### config.mk
export PLATFORM = sky130hd
export DESIGN_NAME = dng_olp_ctrl
export DESIGN_NICKNAME = d
export VERILOG_FILES = /design/src/rtl/core/dng_olp_pkg.sv /design/src/rtl/core/dng_olp_ctrl.sv
export SDC_FILE = /design/constraint.sdc
export NUM_CORES = 1
export LEC_CHECK = 0
export BUFFER_PORTS_ARGS = -buffer_cell sky130_fd_sc_hd__buf_2
export CORE_AREA = 2 2 39 41
export DETAILED_ROUTE_END_ITERATION = 10
export DIE_AREA = 0 0 41 43
export PLACE_DENSITY_LB_ADDON = 0.12
export SLEW_MARGIN = 25
export SYNTH_ARGS = -nofsm -noshare
export SYNTH_HDL_FRONTEND = slang
export SYNTH_SLANG_ARGS = --single-unit
export TNS_END_PERCENT = 30
### constraint.sdc
create_clock -name i_clk -period 3.1 [get_ports i_clk]
set_input_delay 0.62 -clock i_clk [delete_from_list [all_inputs] [get_ports i_clk]]
set_output_delay 0.62 -clock i_clk [all_outputs]
set_load 0.02 [all_outputs]
### src/rtl/core/dng_olp_pkg.sv
package dng_olp_pkg;

    localparam logic [1:0] KIND_HEADER  = 2'd0;
    localparam logic [1:0] KIND_ELEMENT = 2'd1;
    localparam logic [1:0] KIND_STATUS  = 2'd2;

    localparam logic [1:0] ST_OK        = 2'd0;
    localparam logic [1:0] ST_OP_LEN    = 2'd1;
    localparam logic [1:0] ST_TOTAL_LEN = 2'd2;
    localparam logic [1:0] ST_EMPTY     = 2'd3;

    typedef struct packed {
        logic [7:0] byte_value;
        logic       final_byte;
    } t_in;

    typedef struct packed {
        logic [1:0]  kind;
        logic [31:0] opcode_number;
        logic [31:0] opcode_id;
        logic        is_optional;
        logic        skip_in_preview;
        logic [31:0] element_number;
        logic [63:0] element_bits;
        logic [3:0]  element_bytes;
        logic [1:0]  status;
        logic        run_end;
    } t_out;

    // Controller to datapath commands
    typedef struct packed {
        logic step;
        logic chk1;
        logic chk2;
        logic chk3;
        logic load_a;
        logic load_s;
    } t_dp_cmd;

    // Datapath to controller status
    typedef struct packed {
        logic chk_need;
        logic has_pend;
        logic fin;
        logic st_ok;
    } t_dp_stat;

    function automatic logic is_known(input logic [31:0] id);
        return (id >= 32'd1 && id <= 32'd9) || id == 32'd14;
    endfunction

    function automatic logic is_fixed(input logic [31:0] id);
        return id == 32'd3 || id == 32'd4 || id == 32'd6;
    endfunction

    function automatic logic [6:0] prefix_len(input logic [31:0] id);
        logic [6:0] r;
        r = 7'd0;
        if (id == 32'd1 || id == 32'd2 || id == 32'd14) r = 7'd4;
        else if (id == 32'd3) r = 7'd56;
        else if (id == 32'd4) r = 7'd8;
        else if (id == 32'd5) r = 7'd12;
        else if (id == 32'd6) r = 7'd16;
        else if (id == 32'd7 || id == 32'd8) r = 7'd36;
        else if (id == 32'd9) r = 7'd76;
        return r;
    endfunction

    function automatic logic has_prefix(input logic [31:0] id);
        return id == 32'd1 || id == 32'd2 || id == 32'd5 || id == 32'd7 ||
               id == 32'd8 || id == 32'd9 || id == 32'd14;
    endfunction

    function automatic logic [3:0] prefix_last(input logic [31:0] id);
        logic [3:0] r;
        r = 4'd0;
        if (id == 32'd5) r = 4'd2;
        else if (id == 32'd7 || id == 32'd8) r = 4'd8;
        else if (id == 32'd9) r = 4'd14;
        return r;
    endfunction

    function automatic logic [3:0] elem_width(input logic [31:0] id,
                                              input logic [31:0] e,
                                              input logic [31:0] rem);
        logic [3:0] r;
        r = 4'd4;
        if (id == 32'd1 || id == 32'd2) r = (e == 32'd0) ? 4'd4 : 4'd8;
        else if (id == 32'd3) r = 4'd8;
        else if (id == 32'd7) r = (e < 32'd9) ? 4'd4 : 4'd2;
        else if (id == 32'd8) r = (e < 32'd9) ? 4'd4 : 4'd8;
        else if (id == 32'd9) r = (e >= 32'd10 && e <= 32'd13) ? 4'd8 : 4'd4;
        else if (id == 32'd14) r = (e == 32'd0 || rem == 32'd4) ? 4'd4 : 4'd8;
        return r;
    endfunction

endpackage

### src/rtl/core/dng_olp_ctrl.sv
module dng_olp_ctrl (
    input  logic                  i_clk,
    input  logic                  i_rst_n,
    input  logic                  i_in_valid,
    output logic                  o_in_ready,
    output logic                  o_out_valid,
    input  logic                  i_out_ready,
    input  dng_olp_pkg::t_dp_stat i_stat,
    output dng_olp_pkg::t_dp_cmd  o_cmd
);
    import dng_olp_pkg::*;

    typedef enum logic [2:0] {
        S_IDLE, S_CHK1, S_CHK2, S_CHK3, S_DECIDE, S_OUT_A, S_OUT_S
    } t_state;

    t_state r_state, n_state;
    logic   take_a;

    assign take_a = i_stat.has_pend && !(i_stat.fin && !i_stat.st_ok);

    // Issue commands and pick the next state
    always_comb begin
        o_cmd   = '0;
        n_state = r_state;
        unique case (r_state)
            S_IDLE: begin
                if (i_in_valid) begin
                    o_cmd.step = 1'b1;
                    n_state    = S_DECIDE;
                end
            end
            S_DECIDE: begin
                if (i_stat.chk_need) begin
                    n_state = S_CHK1;
                end else if (take_a) begin
                    o_cmd.load_a = 1'b1;
                    n_state      = S_OUT_A;
                end else if (i_stat.fin) begin
                    o_cmd.load_s = 1'b1;
                    n_state      = S_OUT_S;
                end else begin
                    n_state = S_IDLE;
                end
            end
            S_CHK1: begin
                o_cmd.chk1 = 1'b1;
                n_state    = S_CHK2;
            end
            S_CHK2: begin
                o_cmd.chk2 = 1'b1;
                n_state    = S_CHK3;
            end
            S_CHK3: begin
                o_cmd.chk3 = 1'b1;
                n_state    = S_DECIDE;
            end
            S_OUT_A: begin
                if (i_out_ready) begin
                    if (i_stat.fin) begin
                        o_cmd.load_s = 1'b1;
                        n_state      = S_OUT_S;
                    end else begin
                        n_state = S_IDLE;
                    end
                end
            end
            S_OUT_S: begin
                if (i_out_ready) n_state = S_IDLE;
            end
            default: n_state = S_IDLE;
        endcase
    end

    // Hold state and handshake outputs
    always_ff @(posedge i_clk) begin
        if (!i_rst_n) begin
            r_state     <= S_IDLE;
            o_in_ready  <= 1'b1;
            o_out_valid <= 1'b0;
        end else begin
            r_state     <= n_state;
            o_in_ready  <= (n_state == S_IDLE);
            o_out_valid <= (n_state == S_OUT_A) || (n_state == S_OUT_S);
        end
    end

endmodule

==> key figures <==
Run status
  • Status: finished, final reports clean

Power
  • Lkg Pwr: 0.211 nW
  • P_sw: approximately 0.14 mW
  • Clock group share of total power: 0.215
  • Cell Int Power: 0.200 mW
  • Peak supply drop: 0.249 mV
  • PD cells: 736 nW/um^2
  • Gate power share: 0.464
  • Part of the power in registers: 0.321
  • Sw Ratio: 0.414

Detailed routing
  • 1st-pass router iterations: 4
  • Drc violations: 0
  • Vias per cell: between 4 and 5
  • Routed len/inst: 10.2 um
  • Routed Antenna Nets: 0
  • Routed wire length: 757 um
  • DRC marker count from the first detailed-route iteration: 6
  • Vias: 351

Final layout
  • Ratio of cells with drive above 1 in the final layout: 0.431
  • Synth-to-Final Area Change: 31.2%
  • Layout Nets: 67
  • Number of diodes: 0
  • Filler Cells Inserted: 150

STA
  • Tcrit/Tclk final: 0.713
  • Minimum clock period: 2.21 ns
  • Final Hold Fails: 0
  • Clk_skew: between 0.0005 and 0.0006 ns
  • Max-slew violations: 0
  • RSZ-0062 raised after global routing: no
  • Hold slack: 0.760 ns
  • Post-route setup TNS: 0 ns
  • Final setup fails: 0
  • Fmax: about 450 MHz
  • Worst slew pin tran: 0.533 ns
  • Max-slew headroom: 0.641

Synthesis
  • Post-synthesis adder-cell area fraction: 0
  • Largest family of logic cells by synthesized area: simple AND/OR/NAND/NOR gates
  • Mux cell area share after synthesis: 0
  • Synth async-reset ratio: 0
  • Simple-gate share of the synthesized area: 0.422
  • Number of synthesized register bits: 5
  • EDFF count, synth: 0
  • Syn nets: 48
  • Xor/xnor share of the synthesized area: 0
  • Syn Area/Cell: 8.82 um^2
  • Post-synthesis sequential area ratio: 0.284
  • Post-Syn Area: 353 um^2
  • Post-synth top flop: dfxtp_1
  • Post-synthesis compound-gate area fraction: 0.252
  • Library cells used by synthesis: 26
  • Ys Warns: 0
  • Syn Inst Count: 40

Clock network
  • Clk Latency, worst-skew pair: 0.23 ns
  • Post-CTS resize count: 0
  • Hold_buf cts: 0
  • # Post-CTS Setup Buffers: 0
  • Worst-case clock buffer depth: 2
  • CTS buffer count: 3
  • Root buf cell: clkbuf_4
  • H-tree Lvls: 1
  • Clock sink count: 5
  • Reg clk slew, reported paths: 0.04 ns
  • CTS tree: built

GRT
  • Vias in the first global route: around 280
  • First-pass GRT wire length: approximately 1100 um
  • Largest net degree at the start of global routing: 11
  • Total track usage: 0.0965
  • Initial antenna violation count: 0
  • Grt total ovfl: 0

Setup path
  • CP Capture Type: primary output
  • Crit path launch type: flip-flop
  • FF-to-FF Start: r_state[2]$_SDFF_PN0_
  • Reg2Reg Setup Slack: 1.65 ns
  • WP data arrival: 1.59 ns
  • CP Max Fanout: 10
  • CP required: 2.48 ns
  • Reg2reg end: o_in_ready$_SDFF_PN1_
  • R2r worst-path depth: 4
  • Crit Path Category: reg -> out

Floorplanning
  • I/O pins: 16
  • Std-Cell Rows: 14
  • DIE WIDTH: 41 um
  • Chip height: 43 um
  • Initial Util: 0.255
  • CORE AREA: 1380 um^2
  • Die area: 1760 um^2

Worst hold path
  • Hold depth: 3
  • Min-Delay Path Class: reg -> reg
  • Hold Path Origin: r_state[2]$_SDFF_PN0_
  • Hold path endpoint: r_state[1]$_SDFF_PN0_

Placement
  • Port buffer count: 15
  • Post-DP HPWL: 622 um
  • Placer congestion estimate: 0.663

Run
  • Max_cap viols: 0
==> placed cells by master (no fill, tap or decap), types with 2 or more instances in the layout <==
master / Yosys / routed
a21oi_1: 2 / 2
a211oi_1: 2 / 2
clkbuf_4: 0 / 3
buf_2: 0 / 15
dfxtp_1: 5 / 5
nand2b_1: 2 / 2
nor2_1: 7 / 7
nand2_1: 2 / 2
==> synthesized netlist by cell type, types with 2 or more instances <==
cell / n / share of area
a211oi_1: 2 / 0.043
a21oi_1: 2 / 0.028
dfxtp_1: 5 / 0.28
nand2_1: 2 / 0.021
nand2b_1: 2 / 0.035
nor2_1: 7 / 0.074
==> worst max path at each step <==
stage	start	to	slack [ns]	cells after the start
5_1_grt	r_state[2]$_SDFF_PN0_	o_cmd[0]	0.77	4
3_5_place_dp	i_stat[3]	o_cmd[0]	0.95	5
6_report	r_state[2]$_SDFF_PN0_	o_cmd[0]	0.89	4
2_1_floorplan	i_in_valid	o_cmd[5]	1.15	1
4_1_cts	r_state[2]$_SDFF_PN0_	o_cmd[0]	0.86	4
3_3_place_gp	i_stat[3]	o_cmd[0]	0.97	5
==> registers in the layout (all words and copies together) (netlist names) <==
| name | flops |
|---|---|
| o_out_valid | 1 |
| o_in_ready | 1 |
| r_state | 3 |
==> power groups by stage <==
stage | clock network [mW] | logic (mW) | registers (mW)
global route | 0.0821 | 0.175 | 0.113
finish | 0.0731 | 0.158 | 0.110
global placement | 0 | 0.163 | 0.112
floorplan | 0 | 0.121 | 0.112
CTS | 0.0771 | 0.162 | 0.110
detailed placement | 0 | 0.161 | 0.112
==> stage by stage <==
stage / std cells / setup WS, ns / util / total power, mW / cell area, um^2
after detailed placement: 70 / 0.954 / 0.316 / 0.273 / 437
after global placement: 70 / 0.974 / 0.316 / 0.275 / 437
final: 74 / 0.888 / 0.335 / 0.341 / 463
after CTS: 74 / 0.861 / 0.335 / 0.349 / 463
after global routing: 74 / 0.768 / 0.335 / 0.370 / 463
after floorplan: 40 / 1.15 / - / 0.233 / 353
==> layout make-up <==
type	count	area [um^2]	area share
multi-input combinational	33	238	0.514
tap	16	20.0	0.0432
timing repair buffer	15	75.1	0.162
clock buffer	4	26.3	0.0568
sequential	5	100	0.216
inverter	1	3.75	0.00811
==> per-layer routing <==
layer,track usage,part of all wire,up-vias
li1,-,-,182
met1,0.132,0.48,159
met2,0.125,0.47,10
met3,0.0157,0.050,0
met4,0.0800,0,0
met5,0,0,-
==> critical path: stages (launching register included) <==
cell and delay, ns:
dfxtp_1 0.52, nor4b_2 0.34, and3_4 0.26, or2_1 0.09, buf_2 0.15
==> kinds of logic (layout without fill, tap and decap cells) <==
| family | after synthesis | in the layout |
|---|---|---|
| and+or+nand+nor | 22 | 22 |
| AOI/OAI and AO/OA | 11 | 11 |
| DFF | 5 | 5 |
| buffers and inverters | 2 | 20 |
Note: power is estimated with default switching activity, not from simulation.
